### src/design/b2d_pkg.sv
`timescale 1ns / 1ps

package b2d_pkg;

	localparam int VAL_W    = 64;
	localparam int DIGITS   = 20;
	localparam int DIGIT_W  = 4;
	localparam int BCD_W    = DIGITS * DIGIT_W;
	localparam int STEPS    = VAL_W;
	localparam int CNT_W    = $clog2(STEPS);
	localparam int LEFT_W   = $clog2(DIGITS + 1);
	localparam int CHAR_W   = 8;

	localparam logic [CHAR_W-1:0] ASCII_ZERO  = 8'h30;
	localparam logic [CHAR_W-1:0] ASCII_NINE  = 8'h39;
	localparam logic [CHAR_W-1:0] ASCII_MINUS = 8'h2D;

	localparam logic KIND_UNSIGNED = 1'b0;
	localparam logic KIND_SIGNED   = 1'b1;

	typedef struct packed {
		logic [BCD_W-1:0] bcd;
		logic             neg;
	} b2d_num_t;

endpackage

### src/design/b2d_dabble.sv
`timescale 1ns / 1ps

module b2d_dabble (
	input  logic                        clk,
	input  logic                        arst_n,
	input  logic                        in_valid,
	output logic                        in_ready,
	input  logic                        in_kind,
	input  logic [b2d_pkg::VAL_W-1:0]   in_value,
	output logic                        num_valid,
	input  logic                        num_take,
	output b2d_pkg::b2d_num_t           num
);
	import b2d_pkg::*;

	logic              busy_q;
	logic              done_q;
	logic [CNT_W-1:0]  cnt_q;
	logic [VAL_W-1:0]  bin_q;
	logic [BCD_W-1:0]  bcd_q;
	logic              neg_q;
	logic [BCD_W-1:0]  adj;
	logic              in_neg;
	logic              accept;

	assign in_neg    = (in_kind == KIND_SIGNED) && in_value[VAL_W-1];
	assign in_ready  = !busy_q && (!done_q || num_take);
	assign accept    = in_valid && in_ready;
	assign num_valid = done_q;
	assign num.bcd   = bcd_q;
	assign num.neg   = neg_q;

	always_comb begin
		for (int i = 0; i < DIGITS; i++) begin
			if (bcd_q[i*DIGIT_W +: DIGIT_W] >= 4'd5) begin
				adj[i*DIGIT_W +: DIGIT_W] = bcd_q[i*DIGIT_W +: DIGIT_W] + 4'd3;
			end else begin
				adj[i*DIGIT_W +: DIGIT_W] = bcd_q[i*DIGIT_W +: DIGIT_W];
			end
		end
	end

	always_ff @(posedge clk or negedge arst_n) begin
		if (!arst_n) begin
			busy_q <= 1'b0;
			done_q <= 1'b0;
			cnt_q  <= '0;
		end else begin
			if (done_q && num_take) begin
				done_q <= 1'b0;
			end
			if (accept) begin
				busy_q <= 1'b1;
				cnt_q  <= '0;
			end else if (busy_q) begin
				cnt_q <= cnt_q + 1'b1;
				if (cnt_q == CNT_W'(STEPS - 1)) begin
					busy_q <= 1'b0;
					done_q <= 1'b1;
				end
			end
		end
	end

	// shift one magnitude bit into the BCD digits per cycle
	always_ff @(posedge clk) begin
		if (accept) begin
			bin_q <= in_neg ? (VAL_W'(0) - in_value) : in_value;
			bcd_q <= '0;
			neg_q <= in_neg;
		end else if (busy_q) begin
			bin_q <= {bin_q[VAL_W-2:0], 1'b0};
			bcd_q <= {adj[BCD_W-2:0], bin_q[VAL_W-1]};
		end
	end

endmodule

### src/design/b2d_emit.sv
`timescale 1ns / 1ps

module b2d_emit (
	input  logic                         clk,
	input  logic                         arst_n,
	input  logic                         num_valid,
	output logic                         num_take,
	input  b2d_pkg::b2d_num_t            num,
	output logic                         out_valid,
	input  logic                         out_ready,
	output logic [b2d_pkg::CHAR_W-1:0]   out_char,
	output logic                         out_last
);
	import b2d_pkg::*;

	typedef enum logic [1:0] {
		ST_IDLE,
		ST_STRIP,
		ST_SIGN,
		ST_DIGITS
	} state_t;

	state_t              state_q;
	logic [BCD_W-1:0]    dig_q;
	logic [LEFT_W-1:0]   left_q;
	logic                neg_q;
	logic                valid_q;
	logic [CHAR_W-1:0]   char_q;
	logic                last_q;
	logic                slot_free;
	logic                emit_now;
	logic [DIGIT_W-1:0]  top_digit;

	assign slot_free = !valid_q || out_ready;
	assign emit_now  = slot_free && (state_q inside {ST_SIGN, ST_DIGITS});
	assign top_digit = dig_q[BCD_W-1 -: DIGIT_W];
	assign num_take  = (state_q == ST_IDLE) && num_valid;
	assign out_valid = valid_q;
	assign out_char  = char_q;
	assign out_last  = last_q;

	always_ff @(posedge clk or negedge arst_n) begin
		if (!arst_n) begin
			state_q <= ST_IDLE;
			valid_q <= 1'b0;
			left_q  <= '0;
			neg_q   <= 1'b0;
			dig_q   <= '0;
			char_q  <= '0;
			last_q  <= 1'b0;
		end else begin
			if (emit_now) begin
				valid_q <= 1'b1;
			end else if (out_ready) begin
				valid_q <= 1'b0;
			end
			case (state_q)
				ST_IDLE: begin
					if (num_valid) begin
						dig_q   <= num.bcd;
						neg_q   <= num.neg;
						left_q  <= LEFT_W'(DIGITS);
						state_q <= ST_STRIP;
					end
				end
				ST_STRIP: begin
					// drop leading zeros, keep at least one digit
					if (top_digit == '0 && left_q != LEFT_W'(1)) begin
						dig_q  <= {dig_q[BCD_W-DIGIT_W-1:0], {DIGIT_W{1'b0}}};
						left_q <= left_q - 1'b1;
					end else begin
						state_q <= neg_q ? ST_SIGN : ST_DIGITS;
					end
				end
				ST_SIGN: begin
					if (slot_free) begin
						char_q  <= ASCII_MINUS;
						last_q  <= 1'b0;
						state_q <= ST_DIGITS;
					end
				end
				ST_DIGITS: begin
					if (slot_free) begin
						char_q  <= ASCII_ZERO + {{(CHAR_W-DIGIT_W){1'b0}}, top_digit};
						last_q  <= (left_q == LEFT_W'(1));
						dig_q   <= {dig_q[BCD_W-DIGIT_W-1:0], {DIGIT_W{1'b0}}};
						left_q  <= left_q - 1'b1;
						if (left_q == LEFT_W'(1)) begin
							state_q <= ST_IDLE;
						end
					end
				end
				default: begin
					state_q <= ST_IDLE;
				end
			endcase
		end
	end

endmodule

### src/design/binary_to_decimal_ascii_64.sv
// An input item passes the 64 shift steps of the bit-serial double dabble unit,
// is handed on to the emitter and has its leading zeros stripped one by one
// before the first character goes out.
// Throughput: one character per cycle while m_axis_tready is high; a new item
// is taken once the dabble unit hands its digits on, while their text goes out.
// Reset (arst_n low, asynchronous) clears all control state and drops tvalid.
`timescale 1ns / 1ps

module binary_to_decimal_ascii_64 (
	input  logic                          clk,
	input  logic                          arst_n,
	input  logic                          s_axis_tvalid,
	output logic                          s_axis_tready,
	input  logic [b2d_pkg::VAL_W-1:0]     s_axis_tdata,  // [63:0] value
	input  logic                          s_axis_tuser,  // [0] kind
	output logic                          m_axis_tvalid,
	input  logic                          m_axis_tready,
	output logic [b2d_pkg::CHAR_W-1:0]    m_axis_tdata,  // [7:0] char_out
	output logic                          m_axis_tlast
);
	import b2d_pkg::*;

	b2d_num_t num;
	logic     num_valid;
	logic     num_take;

	b2d_dabble u_dabble (
		.clk       (clk),
		.arst_n    (arst_n),
		.in_valid  (s_axis_tvalid),
		.in_ready  (s_axis_tready),
		.in_kind   (s_axis_tuser),
		.in_value  (s_axis_tdata),
		.num_valid (num_valid),
		.num_take  (num_take),
		.num       (num)
	);

	b2d_emit u_emit (
		.clk       (clk),
		.arst_n    (arst_n),
		.num_valid (num_valid),
		.num_take  (num_take),
		.num       (num),
		.out_valid (m_axis_tvalid),
		.out_ready (m_axis_tready),
		.out_char  (m_axis_tdata),
		.out_last  (m_axis_tlast)
	);

endmodule

### config.mk
export PLATFORM = sky130hd
export DESIGN_NAME = binary_to_decimal_ascii_64
export DESIGN_NICKNAME = d
export VERILOG_FILES = /design/src/design/b2d_pkg.sv /design/src/design/b2d_dabble.sv /design/src/design/b2d_emit.sv /design/src/design/binary_to_decimal_ascii_64.sv
export SDC_FILE = /design/constraint.sdc
export NUM_CORES = 1
export LEC_CHECK = 0
export ABC_AREA = 0
export BUFFER_PORTS_ARGS = -buffer_cell sky130_fd_sc_hd__buf_2
export CAP_MARGIN = 20
export CELL_PAD_IN_SITES_DETAIL_PLACEMENT = 0
export CELL_PAD_IN_SITES_GLOBAL_PLACEMENT = 1
export CORE_MARGIN = 5
export CORE_UTILIZATION = 35
export CTS_BUF_LIST = sky130_fd_sc_hd__clkbuf_16
export DETAILED_ROUTE_END_ITERATION = 7
export PLACE_DENSITY_LB_ADDON = 0.1
export SLEW_MARGIN = 20
export SYNTH_ARGS = -nofsm -noshare
export SYNTH_HDL_FRONTEND = slang
export SYNTH_SLANG_ARGS = --single-unit
### constraint.sdc
create_clock -name clk -period 10 [get_ports clk]
set_clock_uncertainty 0.2 [all_clocks]
set_input_delay 1.5 -clock clk [delete_from_list [all_inputs] [get_ports clk]]
set_output_delay 1.5 -clock clk [all_outputs]
set_load 0.02 [all_outputs]
# Word level (Yosys, flattened, before mapping)
# Cells that the tools add are included.
[op_classes]
add_sub_neg = 24
magnitude_cmp = 20
n_eq_ne = 12
mux = 55
n_reduce_logical = 22
[op_table]
columns = ["cell", "count"]
rows = [
  ["two-way mux 80 bit", 3],
  ["case mux 80 bit (3 select lines)", 1],
  ["two-way mux 64 bit", 3],
  ["greater-or-equal comparator 4 x 3 -> 1 bit, second input constant", 20],
  ["adder 4 x 2 -> 4 bit, second input constant", 19],
  ["two-way mux 4 bit", 19],
  ["subtractor 1 x 64 -> 64 bit, first input constant", 1],
  ["two-way mux 8 bit", 2],
  ["case mux 8 bit (2 select lines)", 1],
  ["two-way mux 5 bit", 3],
  ["case mux 5 bit (3 select lines)", 1],
  ["two-way mux 1 bit", 12],
  ["two-way mux 6 bit", 2],
  ["two-way mux 2 bit", 5],
  ["case mux 2 bit (4 select lines)", 1],
  ["adder 6 x 4 -> 7 bit, first input constant", 1],
  ["logical AND 1 bit", 7],
  ["adder 6 x 1 -> 6 bit, second input constant", 1],
  ["equality test 6 bit, second input constant", 1],
  ["!= test 2 x 1 -> 1 bit, second input constant", 3],
  ["!= test 2 bit, second input constant", 3],
  ["nonzero test 2 bit", 3],
  ["equality test 5 x 1 -> 1 bit, second input constant", 1],
  ["!= test 5 x 1 -> 1 bit, second input constant", 1],
  ["15 further kinds", 19],
]
[word_totals]
regBits = 251
input_bits = 69
output_inout_bits = 11
word_cells = 146

# Depth between registers and ports, before layout
# Gate-level depths: netlist of the first run.
[logic_depth]
word_depth = 7
ltp_mapped = 10
ltp_nobuf = 8

# Modules after synthesis
# A second synthesis of the first run with hierarchy kept.
[hier_totals]
hier_cells = 1480
hier_area_um2 = 13516.7
[by_module_without_submodules]
columns = ["module", "n_inst", "cells_each", "area_per_inst_um2", "seq_area_each_um2"]
rows = [
  ["b2d_dabble", 1, 1036, 8839.7, 3753.6],
  ["b2d_emit", 1, 444, 4677.0, 2402.3],
]

# Worst setup path after synthesis of the first run
# OpenSTA, ideal clock, no wires.
[synth_path]
path_kind = "input to register"
from = "input s_axis_tvalid"
to = "register u_dabble.bin_q[0] (enable)"
setup_ns = 0.689
arrival_time_ns = 3.283
required_time_ns = 9.111
path_slack_ns = 5.828
stages = 4
path_buffers = 2
path_cell_list = "nand2_1 > clkbuf_1 > clkbuf_1 > nand2_1"
[synth_via]
elab_chain_len = 2
[synth_rtl]
columns = ["item", "line_no", "source"]
rows = [
  ["start, declared", "binary_to_decimal_ascii_64.sv:12", "input logic s_axis_tvalid,"],
  ["logical AND 1 bit", "b2d_dabble.sv:28", "assign accept = in_valid && in_ready;"],
  ["nonzero test 2 bit (no line)", "--", ""],
  ["end signal, assigned", "b2d_dabble.sv:68", "bin_q <= in_neg ? (VAL_W'(0) - in_value) : in_value;"],
  ["end signal, assigned", "b2d_dabble.sv:72", "bin_q <= {bin_q[VAL_W-2:0], 1'b0};"],
  ["end, declared", "b2d_dabble.sv:19", "logic [VAL_W-1:0] bin_q;"],
]
# Every way passes these cells.
# A chain may end at the register's enable or synchronous reset.

# Final worst setup path of the first run
[layout_path]
from = "register u_dabble.busy_q"
to = "register u_dabble.bin_q[44] (enable)"
[layout_via]
elab_chain_len = 4
[layout_rtl]
columns = ["item", "line_no", "source"]
rows = [
  ["start, declared", "b2d_dabble.sv:16", "logic busy_q;"],
  ["start signal, assigned", "b2d_dabble.sv:45", "busy_q <= 1'b0;"],
  ["start signal, assigned", "b2d_dabble.sv:53", "busy_q <= 1'b1;"],
  ["start signal, assigned", "b2d_dabble.sv:58", "busy_q <= 1'b0;"],
  ["logical NOT 1 bit", "b2d_dabble.sv:27", "assign in_ready = !busy_q && (!done_q || num_take);"],
  ["logical AND 1 bit", "b2d_dabble.sv:27", ""],
  ["logical AND 1 bit", "b2d_dabble.sv:28", ""],
  ["nonzero test 2 bit (no line) *", "--", ""],
]
# Every way passes the cells marked *; elsewhere a longest branch is shown, timed or not.

==> results of run 1 <==
-- worst paths after layout --
check / startpoint / end / slack, ps / cells past startpoint
max: u_dabble.busy_q / u_dabble.bin_q[44] / 6150 / 7
min: u_emit.out_char[5] / u_emit.out_char[5] / 260 / 1
max reg2reg: u_dabble.busy_q / u_dabble.bin_q[44] / 6150 / 7
min reg2reg: u_emit.out_char[5] / u_emit.out_char[5] / 260 / 1
max in group asynchronous: arst_n / u_emit.dig_q[66] / 7620 / 2
min in group asynchronous: arst_n / u_emit.dig_q[67] / 820 / 1
-- critical path, cell delays in order, from the launching register on --
cell	delay, ps
dfrtp_4	970
inv_1	170
o21a_1	210
nand2_4	70
buf_4	580
buf_4	720
nand2_2	90
buf_4	400
-- per-stage QoR --
stage | worst slack (ps) | hold WS (ps)
CTS | 6000 | 263
global placement | 5690 | 251
finish | 6150 | 263
global route | 5720 | 293
floorplan | 5830 | 244
detailed placement | 5620 | 247
-- cell type report --
class / instances / area [µm²] / share of cell area
Multi-Input combinational cell: 1068 / 6550 / 0.436
Sequential cell: 249 / 6160 / 0.410
Clock buffer: 33 / 826 / 0.0550
Tap cell: 511 / 639 / 0.0426
Timing Repair Buffer: 88 / 470 / 0.0313
Inverter: 57 / 214 / 0.0143
Clock inverter: 23 / 151 / 0.0101
-- logic make-up after synthesis --
logic type                 synth area share
other                              0.000283
xor gates and xnor gates             0.0656
and+or+nand+nor                       0.156
buffers and inverters                0.0405
muxes                                0.0759
DFF                                   0.465
AOI/OAI and AO/OA                     0.151
adders and majority gates            0.0454
-- synth_stat cells (2+ instances only) --
master / n
dfrtp_1: 104
or3_1: 20
buf_2: 2
nor2_1: 140
nand2b_1: 27
a21oi_1: 134
o31ai_1: 32
dfxtp_1: 80
and4b_1: 2
and3_1: 3
nor4_2: 3
nor4_1: 7
o41ai_1: 5
inv_1: 56
clkbuf_1: 66
or4_1: 6
o211ai_1: 3
o21a_1: 3
and2_1: 2
buf_1: 10
nor2b_1: 3
mux2i_1: 98
a41oi_1: 4
or2_2: 5
xor2_1: 43
nand2_1: 182
nand4_1: 4
o21ai_1: 2
nand3b_1: 2
a31oi_1: 10
nor3_1: 12
nand3_1: 32
o21ai_0: 160
mux2_2: 2
buf_4: 2
o22a_1: 4
edfxtp_1: 65
ha_1: 48
xnor2_1: 56
-- flip-flops by register name (all words and copies together) (netlist names), 2 cells and up --
name             flops
u_dabble.bcd_q      80
u_emit.dig_q        80
u_emit.left_q        5
u_dabble.cnt_q       6
u_emit.out_char      6
u_emit.state_q       2
u_dabble.bin_q      64
-- power by group --
part	leakage [nW]	switching [W]	total (W)	internal (W)
Combinational	3.26	0.00111	0.00195	0.000842
Sequential	2.56	0.000350	0.00191	0.00156
Clock	0.505	0.000431	0.00107	0.000638
Total	6.32	0.00189	0.00493	0.00304
-- layout by cell type (no fill, tap or decap), types with 4 or more instances in the layout --
cell type and count:
nand4_1 4, clkbuf_16 33, dfrtp_1 103, nand2b_1 27, or3_1 20, clkinv_2 7, a41oi_1 4, buf_4 12
a21oi_1 134, o31ai_1 32, or4_1 6, edfxtp_1 65, nand3_1 32, dfxtp_1 80, or2_2 4, nor2_1 140
o41ai_1 5, xnor2_1 56, a31oi_1 10, nor3_1 12, ha_1 48, nand2_1 180, buf_2 76, o22a_1 4
nor4_1 7, xor2_1 43, inv_1 62, clkinv_1 7, mux2i_1 98, o21ai_0 160
-- per-layer routing --
layer / wire, µm / track usage
met5: 0 / 0
met4: 649 / 0.0325
met3: 984 / 0.0222
met2: 13500 / 0.235
met1: 15200 / 0.205
==> impl_metrics.py, run 1 <==
metrics = {
    "outcome": {
        "status": "finished clean",
    },
    "drt": {
        "drc_errors": 0,
        "via_count": 9937,
        "final_antenna_net_count": 0,
        "drt_iter0_markers": 574,
        "dr.pass1.iters": 4,
        "viasPerCell": 4.90,
        "wl_mm": 30.4,
        "avgRoutedWirePerCell_um": 15.0,
    },
    "clock_tree": {
        "cts_root_buffer": "clkbuf_16",
        "holdBufCountCts": 0,
        "cts.repair.resized": 0,
        "cts_tree": "yes",
        "htreeDepth": 1,
        "clkTransAtPathRegs_ps": 60,
        "post-cts-setup-buffers": 0,
        "cts_buffer_depth": 3,
        "numCtsBuffers": 30,
        "clkLatencyLatePin_ps": 550,
        "cts.sinks": 249,
    },
    "critical_path": {
        "critPathKind": "reg2reg",
        "crit_required_ps": 9990,
        "cp_max_fo": 86,
        "worstSetupStartpointType": "register",
        "critPathArrivalTime_ps": 3850,
        "end_kind": "register",
    },
    "sta": {
        "slew_viol_final": 0,
        "finalCritPeriodShare": 0.385,
        "setup_viol": 0,
        "tightest_slew_ps": 1040,
        "clock.fmax_mhz": 260,
        "rsz0062_at_grt": "no",
        "setup_tns_ps": 0,
        "hold_violations": 0,
        "layout_min_cycle_time_ps": 3850,
        "slew_headroom": 0.307,
    },
    "power": {
        "vdd_drop_max_mv": 0.216,
        "fin_total_pwr_w": 0.00493,
        "p_per_area_mw_per_mm2": 328,
        "power_leakage_nw": 6.32,
    },
    "global_route": {
        "grt_pass1_wl_mm": 51.5,
        "track_usage": 0.145,
        "first_global_vias": 9887,
        "globalRouteOverflowTotal": 0,
        "antenna_found_initial": 0,
        "grt_start_max_net_pins": 109,
    },
    "logic_synthesis": {
        "synth_ff_type": "dfrtp_1",
        "synth-warning-count": 0,
        "syn_avg_cell_area_um2": 9.10,
        "netlist_instances": 1454,
        "synthArstFlopShare": 0.418,
        "synth_top_cell_by_area": "dfrtp_1",
        "synth.distinct_cells": 54,
        "ys_seq_area_frac": 0.465,
        "yosysTopAreaCellShare": 0.197,
        "ys_ff_latch": 249,
        "syn_area_mm2": 0.0132,
        "synthTopCellsByArea": "dfrtp_1, edfxtp_1, dfxtp_1, mux2i_1, o21ai_0",
        "synth_edf_count": 65,
    },
    "die": {
        "fp.coreArea_mm2": 0.0375,
        "initial_core_util": 0.353,
        "rows": 71,
        "fp.dieH_um": 204,
        "die_x_um": 204,
        "die_area_mm2": 0.0418,
        "io_pins": 80,
    },
    "placed_design": {
        "gp_congestion": 0.800,
        "placed_cells": 1973,
        "hpwl_mm": 19.6,
        "placed_cell_area_mm2": 0.0140,
        "port_buffers": 77,
    },
    "min_path": {
        "hp-class": "reg2reg",
    },
    "run": {
        "cap_violations": 0,
    },
    "layout": {
        "layout-drive-gt1-share": 0.0995,
        "n_fill_cell": 3872,
        "antennaDiodeCount": 0,
        "final_area_mm2": 0.0150,
        "final_nets": 1611,
        "final_cells": 2029,
        "syn_to_final_growth_pct": 13.5,
        "postLayoutCoreUtil": 0.400,
    },
}
Power figures use the tool's default switching activity.
==> run 2: changes to the inputs <==
==> constraint.sdc (replaced) <==
create_clock -name clk -period 3.6 [get_ports clk]
set_clock_uncertainty 0.2 [all_clocks]
set_input_delay 0.54 -clock clk [delete_from_list [all_inputs] [get_ports clk]]
set_output_delay 0.54 -clock clk [all_outputs]
set_load 0.02 [all_outputs]
==> impl_metrics.py, run 2 (synthesis gave the netlist of run 1 again) <==
metrics = {
    "clock_tree": {
        "cts_root_buffer": "clkbuf_16",
        "holdBufCountCts": 1,
        "htreeDepth": 1,
        "numCtsBuffers": 30,
        "cts_buffer_depth": 3,
        "clkLatencyLatePin_ps": 550,
        "clkTransAtPathRegs_ps": 60,
        "cts.repair.resized": 0,
        "cts_tree": "yes",
        "post-cts-setup-buffers": 0,
        "cts.sinks": 249,
    },
    "critical_path": {
        "cp_max_fo": 79,
        "crit_required_ps": 3860,
        "rr_startpoint": "u_emit.state_q[0]",
        "crit_start": "u_emit.state_q[0]",
        "critPathArrivalTime_ps": 3180,
        "critPathKind": "reg2reg",
        "worstSetupStartpointType": "register",
        "end_kind": "register",
    },
    "layout": {
        "layout_commonest_cell": "nand2_1",
        "antennaDiodeCount": 0,
        "register_area_mm2": 0.00616,
        "syn_to_final_growth_pct": 15.2,
        "largestRegisters": "u_dabble.bcd_q: 80 flops, u_emit.dig_q: 80 flops, u_dabble.bin_q: 64 flops",
        "multi_input_area_mm2": 0.00655,
        "layout-drive-gt1-share": 0.110,
        "final_nets": 1626,
        "n_fill_cell": 3855,
        "layout_common_cells": "nand2_1, o21ai_0, nor2_1, a21oi_1, dfrtp_1",
    },
    "sta": {
        "rsz0062_at_grt": "no",
        "finalCritPeriodShare": 0.812,
        "slew_headroom": 0.354,
        "setup_viol": 0,
        "layout_min_cycle_time_ps": 2920,
        "clock.fmax_mhz": 342,
        "tightest_slew_ps": 969,
        "hold_violations": 0,
        "slew_viol_final": 0,
        "setup_tns_ps": 0,
    },
    "placed_design": {
        "gp_congestion": 0.774,
        "hpwl_mm": 20.5,
        "port_buffers": 77,
    },
    "drt": {
        "drc_errors": 0,
        "avgRoutedWirePerCell_um": 15.3,
        "final_antenna_net_count": 0,
        "wl_mm": 31.2,
        "wl_met3_mm": 1.22,
        "viasPerCell": 4.95,
        "via_count": 10100,
        "routed-wl-met2_mm": 14.1,
        "top_layer_used": "met4",
        "wl_met1_mm": 15.4,
        "dr.pass1.iters": 5,
        "drt_iter0_markers": 498,
    },
    "die": {
        "die_area_mm2": 0.0418,
        "fp.coreArea_mm2": 0.0375,
        "rows": 71,
        "die_x_um": 204,
        "fp.dieH_um": 204,
        "io_pins": 80,
        "initial_core_util": 0.353,
    },
    "global_route": {
        "antenna_found_initial": 0,
        "track_usage": 0.150,
        "globalRouteOverflowTotal": 0,
        "grt_pass1_wl_mm": 52.9,
        "grt_start_max_net_pins": 88,
        "first_global_vias": 10200,
    },
    "min_path": {
        "hp-start": "s_axis_tdata[0]",
        "hp-class": "in2reg",
    },
    "run": {
        "cap_violations": 0,
    },
    "power": {
        "vdd_drop_max_mv": 0.471,
        "p_per_area_mw_per_mm2": 913,
        "fin_total_pwr_w": 0.0139,
        "power_leakage_nw": 6.44,
    },
    "outcome": {
        "status": "finished clean",
    },
}
-- run 2: cell types whose count changed in the layout (fill, tap and decap cells not counted), moves of 2 or more --
cell / change
buf_12: +8
buf_4: +6
inv_1: -5
inv_4: +2
-- run 2: power by group --
group / switching [W] / internal (W)
clock: 0.00121 / 0.00181
combinational: 0.00315 / 0.00246
sequential: 0.000955 / 0.00432
-- run 2: metrics by stage --
stage               area [µm²]  worst slack (ps)  hold slack (ps)  instances   util
finish                   15200               676              144       2044  0.407
floorplan                13200               464             44.4       1455      -
global route             15200               442              116       2044  0.407
detailed placement       14200               386              269       1987  0.380
global placement         14200               419              249       1987  0.380
CTS                      15200               656              104       2044  0.407
-- run 2: area by class of cell --
class,instances,area share
clock inverter,24,0.0124
inverter,57,0.0140
clock buffer,32,0.0525
sequential,249,0.404
timing repair buffer,103,0.0450
multi-input combinational,1068,0.430
tap,511,0.0420
-- run 2: final timing paths --
| path | end | slack, ps | cells after the start |
|---|---|---|---|
| max in group asynchronous | u_emit.dig_q[45] | 2270 | 3 |
| min in group asynchronous | u_emit.dig_q[71] | 290 | 2 |
| setup / recovery | u_emit.dig_q[33] | 680 | 8 |
| setup reg to reg | u_emit.dig_q[33] | 680 | 8 |
| hold / removal | u_dabble.bin_q[0] | 140 | 3 |
| hold reg to reg | u_dabble.bcd_q[79] | 270 | 2 |
-- run 2: worst max-delay path, stage by stage (launching register included) --
cell	delay [ps]
dfrtp_1	440
inv_1	230
ha_1	290
or2_2	280
a222oi_1	460
buf_12	390
buf_12	270
nor2_1	60
a21oi_1	170
-- run 2: layer usage --
metal  GRT usage  up-vias
li1            -     5171
met1       0.214     4772
met2       0.243      137
met3      0.0246       42
met4      0.0285        0
met5           0        -
